--- src/rtl/core/wsd_pkg.sv ---
// ----------------------------------------------------------------------------
// wsd_pkg
// Shared types and constants for the frame deframer.
// ----------------------------------------------------------------------------
package wsd_pkg;

    localparam logic [7:0] FIN_BIT     = 8'h80;
    localparam logic [7:0] MASK_BIT    = 8'h80;
    localparam logic [7:0] OPCODE_MASK = 8'h0F;
    localparam logic [7:0] LEN7_MASK   = 8'h7F;
    localparam logic [6:0] LEN_EXT16   = 7'd126;
    localparam logic [6:0] LEN_EXT64   = 7'd127;
    localparam logic [3:0] EXT16_BYTES = 4'd2;
    localparam logic [3:0] EXT64_BYTES = 4'd8;
    localparam logic [3:0] KEY_BYTES   = 4'd4;

    typedef struct packed {
        logic [7:0] payload_byte;
        logic       last_of_frame;
        logic [3:0] frame_opcode;
        logic       final_fragment;
    } t_result;

endpackage

--- src/rtl/core/wsd_parser.sv ---
// ----------------------------------------------------------------------------
// wsd_parser
// Header parse, mask key capture and payload unmasking, one byte per cycle while i_accept is high.
// ----------------------------------------------------------------------------
module wsd_parser (
    input  logic            i_clk,
    input  logic            i_rst_n,
    input  logic            i_accept,
    input  logic [7:0]      i_byte,
    output logic            o_res_valid,
    output wsd_pkg::t_result o_res
);

    typedef enum logic [2:0] {
        PH_HDR0    = 3'd0,
        PH_HDR1    = 3'd1,
        PH_EXT16   = 3'd2,
        PH_EXT64   = 3'd3,
        PH_MASK    = 3'd4,
        PH_PAYLOAD = 3'd5
    } t_phase;

    t_phase      r_phase,  n_phase;
    logic [3:0]  r_idx,    n_idx;
    logic [3:0]  r_opcode, n_opcode;
    logic        r_fin,    n_fin;
    logic        r_masked, n_masked;
    logic [63:0] r_remain, n_remain;   // payload bytes still to come
    logic [31:0] r_key,    n_key;
    logic [1:0]  r_kidx,   n_kidx;     // payload index mod 4

    logic [63:0] w_len;
    logic [3:0]  w_idx_inc;
    logic [7:0]  w_key_byte;

    assign w_idx_inc = r_idx + 4'd1;

    always_comb begin
        case (r_kidx)
            2'd0:    w_key_byte = r_key[31:24];
            2'd1:    w_key_byte = r_key[23:16];
            2'd2:    w_key_byte = r_key[15:8];
            default: w_key_byte = r_key[7:0];
        endcase
    end

    always_comb begin
        n_phase  = r_phase;
        n_idx    = r_idx;
        n_opcode = r_opcode;
        n_fin    = r_fin;
        n_masked = r_masked;
        n_remain = r_remain;
        n_key    = r_key;
        n_kidx   = r_kidx;
        w_len    = {r_remain[55:0], i_byte};

        o_res_valid          = 1'b0;
        o_res.payload_byte   = i_byte ^ w_key_byte;
        o_res.last_of_frame  = (r_remain == 64'd1);
        o_res.frame_opcode   = r_opcode;
        o_res.final_fragment = r_fin;

        if (i_accept) begin
            case (r_phase)
                PH_HDR1: begin
                    n_masked = |(i_byte & wsd_pkg::MASK_BIT);
                    n_idx    = 4'd0;
                    n_kidx   = 2'd0;
                    n_remain = {57'd0, i_byte[6:0]};
                    if (i_byte[6:0] == wsd_pkg::LEN_EXT16) begin
                        n_remain = 64'd0;
                        n_phase  = PH_EXT16;
                    end else if (i_byte[6:0] == wsd_pkg::LEN_EXT64) begin
                        n_remain = 64'd0;
                        n_phase  = PH_EXT64;
                    end else if (n_masked) begin
                        n_phase = PH_MASK;
                    end else if (i_byte[6:0] == 7'd0) begin
                        n_phase = PH_HDR0;
                    end else begin
                        n_phase = PH_PAYLOAD;
                    end
                end
                PH_EXT16, PH_EXT64: begin
                    n_remain = w_len;
                    n_idx    = w_idx_inc;
                    if (w_idx_inc >= ((r_phase == PH_EXT16) ? wsd_pkg::EXT16_BYTES
                                                          : wsd_pkg::EXT64_BYTES)) begin
                        n_idx = 4'd0;
                        if (r_masked) begin
                            n_phase = PH_MASK;
                        end else if (w_len == 64'd0) begin
                            n_phase = PH_HDR0;
                        end else begin
                            n_phase = PH_PAYLOAD;
                        end
                    end
                end
                PH_MASK: begin
                    n_key = {r_key[23:0], i_byte};
                    n_idx = w_idx_inc;
                    if (w_idx_inc >= wsd_pkg::KEY_BYTES) begin
                        n_idx   = 4'd0;
                        n_phase = (r_remain == 64'd0) ? PH_HDR0 : PH_PAYLOAD;
                    end
                end
                PH_PAYLOAD: begin
                    o_res_valid = 1'b1;
                    n_remain    = r_remain - 64'd1;
                    n_kidx      = r_kidx + 2'd1;
                    if (r_remain == 64'd1) begin
                        n_phase = PH_HDR0;
                    end
                end
                default: begin
                    n_fin    = |(i_byte & wsd_pkg::FIN_BIT);
                    n_opcode = 4'(i_byte & wsd_pkg::OPCODE_MASK);
                    n_masked = 1'b0;
                    n_key    = 32'd0;
                    n_remain = 64'd0;
                    n_idx    = 4'd0;
                    n_kidx   = 2'd0;
                    n_phase  = PH_HDR1;
                end
            endcase
        end
    end

    always_ff @(posedge i_clk) begin
        if (!i_rst_n) begin
            r_phase <= PH_HDR0;
            r_idx   <= 4'd0;
        end else begin
            r_phase <= n_phase;
            r_idx   <= n_idx;
        end
        r_opcode <= n_opcode;
        r_fin    <= n_fin;
        r_masked <= n_masked;
        r_remain <= n_remain;
        r_key    <= n_key;
        r_kidx   <= n_kidx;
    end

endmodule

--- src/rtl/core/wsd_out_skid.sv ---
// ----------------------------------------------------------------------------
// wsd_out_skid
// Result register with a skid stage; input side stays open while one
// result waits.
// ----------------------------------------------------------------------------
module wsd_out_skid (
    input  logic             i_clk,
    input  logic             i_rst_n,
    input  logic             i_push,
    input  wsd_pkg::t_result i_res,
    output logic             o_space,
    output logic             o_full,
    output logic             o_valid,
    input  logic             i_ready,
    output wsd_pkg::t_result o_res
);

    logic             r_valid;
    logic             r_skid_valid;
    wsd_pkg::t_result r_res;
    wsd_pkg::t_result r_skid;
    logic             w_pop;

    assign w_pop   = r_valid && i_ready;
    assign o_space = !r_skid_valid;
    assign o_full  = r_skid_valid;
    assign o_valid = r_valid;
    assign o_res   = r_res;

    always_ff @(posedge i_clk) begin
        if (!i_rst_n) begin
            r_valid      <= 1'b0;
            r_skid_valid <= 1'b0;
        end else begin
            if (w_pop && r_skid_valid) begin
                r_res        <= r_skid;
                r_skid_valid <= 1'b0;
            end else if (i_push && (!r_valid || w_pop)) begin
                r_res   <= i_res;
                r_valid <= 1'b1;
            end else if (i_push) begin
                r_skid       <= i_res;
                r_skid_valid <= 1'b1;
            end else if (w_pop) begin
                r_valid <= 1'b0;
            end
        end
    end

endmodule

--- src/rtl/core/websocket_frame_deframer.sv ---
// ----------------------------------------------------------------------------
// websocket_frame_deframer
// Frame header parser and payload unmasker for a post-handshake byte stream.
// ----------------------------------------------------------------------------
// Input channel: i_stream_byte with i_valid / o_ready, one stream byte per
// transfer. Header bytes, extended length and mask key produce nothing;
// each payload byte produces one output transfer on o_valid / i_ready with
// the unmasked byte, a last-of-frame flag, and the frame's opcode and FIN.
// Zero-length frames produce no output.
// Each payload byte is unmasked combinationally and registered in the result
// register (or the skid entry). Throughput: one byte per cycle unless output
// stalls, set by the combinational parse step and the result register.
// The result register has a one-entry skid stage: o_ready stays high while
// one result waits, and drops only once both entries are occupied.
// Reset (synchronous, active low) returns the parser to the first header
// byte and empties both output entries.
// ----------------------------------------------------------------------------
module websocket_frame_deframer (
    input  logic       i_clk,
    input  logic       i_rst_n,
    input  logic       i_valid,
    output logic       o_ready,
    input  logic [7:0] i_stream_byte,
    output logic       o_valid,
    input  logic       i_ready,
    output logic [7:0] o_payload_byte,
    output logic       o_last_of_frame,
    output logic [3:0] o_frame_opcode,
    output logic       o_final_fragment
);

    logic             w_accept;
    logic             w_space;
    logic             w_full;
    logic             w_res_valid;
    wsd_pkg::t_result w_res;
    wsd_pkg::t_result w_out;

    assign o_ready  = w_space;
    assign w_accept = i_valid && w_space;

    wsd_parser u_parser (
        .i_clk       (i_clk),
        .i_rst_n     (i_rst_n),
        .i_accept    (w_accept),
        .i_byte      (i_stream_byte),
        .o_res_valid (w_res_valid),
        .o_res       (w_res)
    );

    wsd_out_skid u_out (
        .i_clk   (i_clk),
        .i_rst_n (i_rst_n),
        .i_push  (w_res_valid),
        .i_res   (w_res),
        .o_space (w_space),
        .o_full  (w_full),
        .o_valid (o_valid),
        .i_ready (i_ready),
        .o_res   (w_out)
    );

    assign o_payload_byte   = w_out.payload_byte;
    assign o_last_of_frame  = w_out.last_of_frame;
    assign o_frame_opcode   = w_out.frame_opcode;
    assign o_final_fragment = w_out.final_fragment;

`ifndef SYNTH
    a_skid_implies_main: assert property (@(posedge i_clk) disable iff (!i_rst_n)
        w_full |-> o_valid)
        else $error("skid entry held without a valid output entry");

    a_stall_only_when_full: assert property (@(posedge i_clk) disable iff (!i_rst_n)
        !o_ready |-> (o_valid && w_full))
        else $error("input stalled while output storage has room");

    a_empty_after_reset: assert property (@(posedge i_clk)
        !i_rst_n |=> (!o_valid && o_ready))
        else $error("output not empty after reset");
`endif

endmodule

--- config.mk ---
export PLATFORM = sky130hd
export DESIGN_NAME = websocket_frame_deframer
export DESIGN_NICKNAME = d
export VERILOG_FILES = /design/src/rtl/core/wsd_pkg.sv /design/src/rtl/core/wsd_parser.sv /design/src/rtl/core/wsd_out_skid.sv /design/src/rtl/core/websocket_frame_deframer.sv
export SDC_FILE = /design/constraint.sdc
export NUM_CORES = 1
export LEC_CHECK = 0
export BUFFER_PORTS_ARGS = -buffer_cell sky130_fd_sc_hd__buf_2
export CAP_MARGIN = 20
export CORE_ASPECT_RATIO = 1.2
export CORE_MARGIN = 8
export CORE_UTILIZATION = 45
export CTS_BUF_LIST = sky130_fd_sc_hd__clkbuf_8 sky130_fd_sc_hd__clkbuf_16
export DETAILED_ROUTE_END_ITERATION = 7
export PLACE_DENSITY = 0.7
export RECOVER_POWER = 50
export SETUP_SLACK_MARGIN = 0.3
export SKIP_CTS_REPAIR_TIMING = 1
export SLEW_MARGIN = 10
export SYNTH_ARGS = -nofsm -noshare
export SYNTH_HDL_FRONTEND = slang
export SYNTH_SLANG_ARGS = --single-unit
--- constraint.sdc ---
create_clock -name i_clk -period 4.9 [get_ports i_clk]
set_input_delay 0.245 -clock i_clk [delete_from_list [all_inputs] [get_ports i_clk]]
set_output_delay 0.245 -clock i_clk [all_outputs]
set_load 0.02 [all_outputs]
==> results_dict.tcl, run 1 <==
set metrics [dict create \
    drc_errors 0 \
    placementRows 51 \
    critPathKind "flip-flop to flip-flop" \
    first_pass_iters 5 \
    port-buffer-count 27 \
    rsz0062_at_grt "no" \
    failed_checks "max-capacitance violations, max-slew violations" \
    die_w_um 134 \
    dp_hpwl_mm 11.3 \
    core-area_um2 16300 \
    finalPower_uw 2880 \
    synthToLayoutAreaGrowth_pct 12.2 \
    numCtsBuffers 17 \
    combPwrFrac 0.059 \
    path_cells "nor2b_1 -> nand2_1 -> clkbuf_1 -> nand2_1 -> o21bai_1 -> a21oi_1 -> nor2b_1" \
    drtAntennaViolNets 0 \
    antenna_found_initial 0 \
    wl_per_cell_um 18.0 \
    grt_max_degree 65 \
    ir_drop_mv 0.219 \
    p_int_uw 2190 \
    hold_depth 2 \
    ys_warn_count 0 \
    fin_util 0.516 \
    ys_ff_latch 141 \
    vias 5354 \
    post-synth-top-area-fraction 0.530 \
    timing.rr.end "u_parser.r_idx[2]" \
    startpoint_type "flip-flop" \
    grt_pass1_vias 5455 \
    fin_skew_ps 9.07 \
    clk_pin_slew_ps 60 \
    synth_area_leaders "edfxtp_1 53%, nand2_1 4.4%, xnor2_1 3.9%" \
    slew_headroom -0.458 \
    preCtsSetupSlack_ps 1820 \
    setup_tns_ps 0 \
    final-hold-violation-count 0 \
    clockBufferDepth 2 \
    synth_common_cells "132 x edfxtp_1, 87 x nand2_1, 53 x o21ai_0" \
    fp.dieH_um 157 \
    syn_nets 700 \
    powerDensity_nw_per_um2 343 \
    die_area_um2 21000 \
    worstPathRequired_ps 5210 \
    sequentialPowerShare 0.494 \
    syn-instance-count 678 \
    drive_gt1_frac 0.105 \
    initial_core_util 0.460 \
    leakagePower_uw 0.00277 \
    fin_area_um2 8400 \
    p_sw_uw 685 \
    place_congestion 0.845 \
    slew_violations 87 \
    vias_per_cell 5.76 \
    overflow 0 \
    cp.arrival_ps 3960 \
    synth_area_per_cell_um2 11.0 \
    finalSetupViolCount 0 \
    syn-cell-area_um2 7480 \
    async_flop_share 0 \
    grt_pass1_wl_mm 27.7 \
    multi_input_area_um2 3160 \
    ys.flop_type "edfxtp_1" \
    grt.total_usage 0.164 \
    first_iter_violations 545 \
    n_fill_cell 1434 \
    synth_cell_types 59 \
    outcome "complete, but fails checks" \
    reg2reg_setup_slack_ps 1250 \
    seqCellArea_um2 4140 \
    finalCritPeriodShare 0.744 \
    yosysTopAreaCell "edfxtp_1" \
    cpPeakStageDelay_ps 1600 \
    fin_crit_ps 3650 \
    clock_sinks 141 \
    cts-root-buf "clkbuf_16" \
    n_antenna_cell 0 \
    htree_levels 4 \
    yosysSeqAreaShare 0.554 \
    io_pins 28 \
    worst_slack_ps 1250 \
    wl_mm 16.7 \
    cp_slowest_cell "clkbuf_1" \
    clk-insertion-delay-late_ps 430 \
    hold_class "primary input to flip-flop" \
    tritoncts "built" \
    min-delay-start "i_rst_n" \
    yosysMostFrequentCell "edfxtp_1" \
    reg2regPathDepth 7 \
    cap_violations 2 \
    switching_share 0.238 \
    synth-edff-count 132 \
    fmax_ghz 0.274 \
    hold_end "u_out.o_valid" \
    r2r-start "u_parser.r_phase[1]" \
    crit_path_max_fanout 53 \
    tightest_slew_ps 2190 \
    layout.nets 726 \
    worstSetupEndpointType "flip-flop" \
    dpl_cell_area_um2 7850 \
    clockPowerShare 0.447 \
]
## through the flow
| stage | hold WS [ps] | std cells |
|---|---|---|
| detailed placement | 439 | 896 |
| finish | 169 | 929 |
| global placement | 435 | 896 |
| CTS | 110 | 928 |
| floorplan | 344 | 678 |
| global route | 162 | 929 |
## critical path: cells and delay by family, from the launching register on
kind | cells | cell delay, ps
compound gates | 2 | 480
buf+inv | 1 | 1600
flops | 1 | 460
simple gates | 4 | 990
## cells by family after synthesis
| logic type | share of synthesized area |
|---|---|
| DFF | 0.554 |
| and+or+nand+nor | 0.202 |
| muxes | 0.0344 |
| xor gates and xnor gates | 0.0737 |
| AOI/OAI and AO/OA | 0.0928 |
| adders and majority gates | 0.0167 |
| buffers and inverters | 0.0264 |
## final cells by class
class                      instances  area share
inverter                          22     0.00984
tap                              212      0.0316
clock buffer                      17      0.0507
sequential                       141       0.494
timing repair buffer              35      0.0185
multi-input combinational        487       0.377
clock inverter                    15      0.0192
## cells in the final DEF (no fill, tap or decap), types with 8 or more instances in the layout
| master | instances |
|---|---|
| a21oi_1 | 12 |
| a222oi_1 | 8 |
| and2_0 | 21 |
| clkbuf_1 | 24 |
| clkbuf_16 | 17 |
| dfxtp_1 | 9 |
| edfxtp_1 | 132 |
| ha_1 | 10 |
| inv_1 | 21 |
| mux2_2 | 14 |
| mux2i_1 | 10 |
| nand2_1 | 87 |
| nand3_1 | 13 |
| nor2_1 | 41 |
| nor3_1 | 28 |
| nor4_1 | 19 |
| o21ai_0 | 53 |
| xnor2_1 | 33 |
| xor2_1 | 30 |
## flip-flops by register name, summed over array words and instances, names as in the netlist
name and flops:
u_parser.r_idx 4, u_parser.r_key 32, u_out.r_skid 14, u_parser.r_fin 1, u_parser.r_kidx 2, u_out.o_valid 1, u_parser.r_masked 1, u_parser.r_phase 3
u_out.o_full 1, u_parser.r_remain 64, u_out.o_res 14, u_parser.r_opcode 4
## worst max path at each step
stage                          from                     to  slack [ps]  depth (start not counted)
2_1_floorplan          u_out.o_full   u_parser.r_remain[0]        1000                          3
3_3_place_gp   u_parser.r_remain[0]  u_parser.r_remain[62]        1870                          8
3_5_place_dp   u_parser.r_remain[0]  u_parser.r_remain[62]        1820                          8
4_1_cts        u_parser.r_remain[0]  u_parser.r_remain[62]        1780                          8
5_1_grt         u_parser.r_phase[1]      u_parser.r_idx[3]         840                          7
6_report        u_parser.r_phase[1]      u_parser.r_idx[2]        1250                          7
## power by group through the flow
stage	Sequential, µW	Clock, µW	Combinational, µW
detailed placement	1450	0	171
global route	1430	1350	188
global placement	1440	0	165
finish	1420	1290	169
floorplan	1430	0	123
CTS	1420	1300	173
## metal layers
layer  vias up  wire length [µm]  track usage
li1       2561                 -            -
met1      2621              7130        0.195
met2       146              8550        0.286
met3        26               795       0.0395
met4         0               245       0.0552
met5         -                 0            0
Power figures use the tool's default switching activity.
==> inputs of run 2 (changes only) <==
Clock period 4.9 ns to 3.8 ns, I/O delays scaled along.
==> results_dict.tcl, run 2 (synthesis gave the netlist of run 1 again) <==
set metrics [dict create \
    placementRows 51 \
    n_fill_cell 1430 \
    slew_headroom -0.0856 \
    numCtsBuffers 17 \
    fin_crit_ps 3140 \
    die_w_um 134 \
    layout.nets 726 \
    layout_common_cells "132 x edfxtp_1, 87 x nand2_1, 53 x o21ai_0" \
    worst_slack_ps 664 \
    drc_errors 0 \
    seqCellArea_um2 4140 \
    worstSetupEndpointType "flip-flop" \
    wl_per_cell_um 18.0 \
    grt_pass1_wl_mm 27.8 \
    drtAntennaViolNets 0 \
    initial_core_util 0.460 \
    critPathKind "flip-flop to flip-flop" \
    fmax_ghz 0.319 \
    n_antenna_cell 0 \
    port-buffer-count 27 \
    place_inst 897 \
    dp_hpwl_mm 11.4 \
    crit_path_max_fanout 8 \
    clock_sinks 141 \
    leakagePower_uw 0.00280 \
    first_iter_violations 499 \
    path_cells "inv_1 -> ha_1 -> or3b_1 -> nand4b_4 -> or4_1 -> nor4_1 -> xnor2_1 -> o21ai_2" \
    tightest_slew_ps 1630 \
    grt_max_degree 65 \
    slew_violations 104 \
    first_pass_iters 5 \
    clk_pin_slew_ps 60 \
    place_congestion 0.847 \
    cpPeakStageDelay_ps 720 \
    outcome "complete, but fails checks" \
    failed_checks "max-capacitance violations, max-slew violations" \
    finalCritPeriodShare 0.825 \
    cp_slowest_cell "or4_1" \
    fin_skew_ps 9.98 \
    rsz0062_at_grt "no" \
    synthToLayoutAreaGrowth_pct 12.5 \
    startpoint_type "flip-flop" \
    cap_violations 2 \
    fp.dieH_um 157 \
    clk-insertion-delay-late_ps 420 \
    htree_levels 4 \
    cts-root-buf "clkbuf_16" \
    overflow 0 \
    antenna_found_initial 0 \
    ir_drop_mv 0.330 \
    crit_family "simple AND/OR/NAND/NOR gates" \
    vias 5434 \
    final-hold-violation-count 0 \
    final_common_cell "edfxtp_1" \
    setup_tns_ps 0 \
    preCtsSetupSlack_ps 724 \
    powerDensity_nw_per_um2 443 \
    worstPathRequired_ps 3940 \
    final_cells 929 \
    vias_per_cell 5.85 \
    die_area_um2 21000 \
    multi_input_area_um2 3170 \
    tritoncts "built" \
    io_pins 28 \
    cp.arrival_ps 3280 \
    largest_registers "u_parser.r_remain (64), u_parser.r_key (32)" \
    wl_mm 16.7 \
    critPathBufInv 1 \
    grt.total_usage 0.165 \
    drive_gt1_frac 0.110 \
    hold_class "primary input to flip-flop" \
    core-area_um2 16300 \
    grt_pass1_vias 5448 \
    largest_reg_flops 64 \
    clockBufferDepth 2 \
    largest_register "u_parser.r_remain" \
    finalSetupViolCount 0 \
]
-- run 2: cell types whose count changed in the layout (fill, tap and decap cells not counted), moves of 2 or more --
cell	before	now
and2_0	21	13
and2_1	7	15
clkbuf_1	24	21
clkinv_2	1	4
inv_6	5	2
buf_4	4	6
-- run 2: power breakdown --
group	switching [µW]	internal [µW]	leakage, µW
Combinational	135	83.0	0.00113
Clock	647	1030	0.000291
Sequential	62.4	1770	0.00138
-- run 2: layout make-up --
cell class / instances / share of cell area
Sequential cell: 141 / 0.492
Multi-Input combinational cell: 487 / 0.376
Clock buffer: 17 / 0.0505
Tap cell: 212 / 0.0315
Clock inverter: 15 / 0.0204
Timing Repair Buffer: 35 / 0.0195
Inverter: 22 / 0.00981
-- run 2: final timing paths --
check / endpoint / cells after the start / start / slack [ps]
min reg2reg: u_out.r_skid[2] / 0 / u_parser.r_opcode[1] / 450
max: u_parser.r_remain[62] / 8 / u_parser.r_remain[0] / 660
max reg2reg: u_parser.r_remain[62] / 8 / u_parser.r_remain[0] / 660
min: u_out.o_valid / 2 / i_rst_n / 120
-- run 2: through the flow --
stage	hold slack (ps)	total power (µW)	utilization	area, µm²
floorplan	289	2000	-	7490
global placement	434	2070	0.484	7870
detailed placement	438	2080	0.484	7870
CTS	64.7	3750	0.520	8460
global route	127	3840	0.517	8420
finish	123	3730	0.517	8420
-- run 2: metal layers --
metal / global-route usage / share of wire
met4: 0.0643 / 0.020
met5: 0 / 0
met1: 0.194 / 0.43
met3: 0.0383 / 0.047
met2: 0.288 / 0.50
==> inputs of run 3 (changes only) <==
Clock period 3.8 ns to 2.9 ns, I/O delays scaled along.
==> results_dict.tcl, run 3 (synthesis gave the netlist of run 1 again) <==
set metrics [dict create \
    crit_path_start "u_parser.r_remain[18]" \
    port-buffer-count 27 \
    worstPathRequired_ps 3040 \
    first_pass_iters 5 \
    vias 5611 \
    antenna_found_initial 0 \
    min-delay-start "i_rst_n" \
    hold_class "primary input to flip-flop" \
    cpPeakStageDelay_ps 610 \
    slew_headroom -0.119 \
    clk-insertion-delay-late_ps 420 \
    grt_pass1_wl_mm 29.0 \
    die_area_um2 21000 \
    largest_register "u_parser.r_remain" \
    drive_gt1_frac 0.178 \
    grt_max_degree 65 \
    critPathKind "flip-flop to flip-flop" \
    placementRows 51 \
    layout_common_cells "132 x edfxtp_1, 87 x nand2_1, 51 x o21ai_0" \
    tritoncts "built" \
    core-area_um2 16300 \
    path_cells "or4_4 -> or2_1 -> or4_4 -> nor4_2 -> xnor2_1 -> o21ai_2" \
    largest_registers "u_parser.r_remain (64), u_parser.r_key (32)" \
    hold_depth 2 \
    crit_path_max_fanout 8 \
    n_antenna_cell 0 \
    fin_skew_ps 5.83 \
    wl_mm 17.9 \
    numCtsBuffers 17 \
    place_inst 918 \
    worstSetupEndpointType "flip-flop" \
    reg2reg_setup_slack_ps 190 \
    setup_tns_ps 0 \
    slew_violations 65 \
    cap_violations 1 \
    final_cells 969 \
    startpoint_type "flip-flop" \
    largest_reg_flops 64 \
    leakagePower_uw 0.00303 \
    cts-root-buf "clkbuf_16" \
    final_common_cell "edfxtp_1" \
    clk_pin_slew_ps 60 \
    fp.dieH_um 157 \
    clock_sinks 141 \
    grt.total_usage 0.174 \
    fin_crit_ps 2710 \
    crit_top_cell "or4_4" \
    wl_per_cell_um 18.5 \
    overflow 0 \
    finalSetupViolCount 0 \
    hold_end "u_out.o_valid" \
    vias_per_cell 5.79 \
    synthToLayoutAreaGrowth_pct 18.5 \
    first_iter_violations 430 \
    finalCritPeriodShare 0.934 \
    reg2regPathDepth 6 \
    r2r-start "u_parser.r_remain[18]" \
    rsz0062_at_grt "yes" \
    grt_pass1_vias 5685 \
    clockBufferDepth 2 \
    failed_checks "max-capacitance violations, max-slew violations" \
    io_pins 28 \
    tightest_slew_ps 1680 \
    die_w_um 134 \
    drtAntennaViolNets 0 \
    timing.rr.end "u_parser.r_remain[62]" \
    layout.nets 766 \
    outcome "complete, but fails checks" \
    fmax_ghz 0.369 \
    powerDensity_nw_per_um2 548 \
    ir_drop_mv 0.397 \
    cp.arrival_ps 2850 \
    htree_levels 4 \
    drc_errors 0 \
    dp_hpwl_mm 11.9 \
    final-hold-violation-count 0 \
    cp_slowest_cell "or4_4" \
    place_congestion 0.862 \
    initial_core_util 0.460 \
]
## run 3: cell types whose count changed in the layout (fill, tap and decap cells not counted), sizes merged
| cell | before | now |
|---|---|---|
| buf | 12 | 48 |
| bufinv | 3 | 2 |
| clkbuf | 40 | 43 |
| clkinv | 7 | 9 |
| clkinvlp | 3 | 2 |
| dlygate4sd3 | 0 | 1 |
## run 3: area by class of cell
cell class / count / area [µm²]
Sequential cell: 141 / 4140
Clock buffer: 17 / 425
Multi-Input combinational cell: 487 / 3320
Timing Repair Buffer: 75 / 480
Clock inverter: 15 / 149
Tap cell: 212 / 265
Inverter: 22 / 82.6
Fill cell: 1380 / 7400
## run 3: how the worst max path moves through the flow
stage / to / slack [ps] / depth (start not counted)
4_1_cts: u_parser.r_remain[38] / 160 / 8
5_1_grt: u_parser.r_remain[62] / 90 / 8
2_1_floorplan: u_parser.r_remain[42] / 270 / 7
3_5_place_dp: u_parser.r_remain[42] / 200 / 8
6_report: u_parser.r_remain[62] / 190 / 6
3_3_place_gp: u_parser.r_remain[42] / 230 / 8
## run 3: report_power, final
group / switching [µW] / internal (µW) / total, µW
Sequential: 79.1 / 2320 / 2400
Clock: 872 / 1260 / 2130
Combinational: 197 / 132 / 328
## run 3: per-stage QoR
stage	hold WS [ps]	setup slack, ps	area (µm²)	util	total power [µW]
finish	64.2	193	8870	0.545	4860
global route	80.0	88.0	8870	0.545	5010
CTS	-15.5	164	8660	0.532	4860
detailed placement	430	198	8090	0.497	2750
global placement	433	230	8090	0.497	2740
floorplan	244	275	7550	-	2630
## run 3: metal layers
metal	up-vias	GRT usage	part of all wire	wire [µm]
met4	0	0.0841	0.020	355
met5	-	0	0	0
met1	2749	0.205	0.42	7590
met3	37	0.0395	0.045	801
li1	2640	-	-	-
met2	185	0.293	0.51	9160
## run 3: critical path, delay by kind of cell, from the launching register on
| kind | cells | cell delay [ps] |
|---|---|---|
| and+or+nand+nor | 4 | 1770 |
| DFF | 1 | 430 |
| xor gates and xnor gates | 1 | 170 |
| AOI/OAI and AO/OA | 1 | 60 |
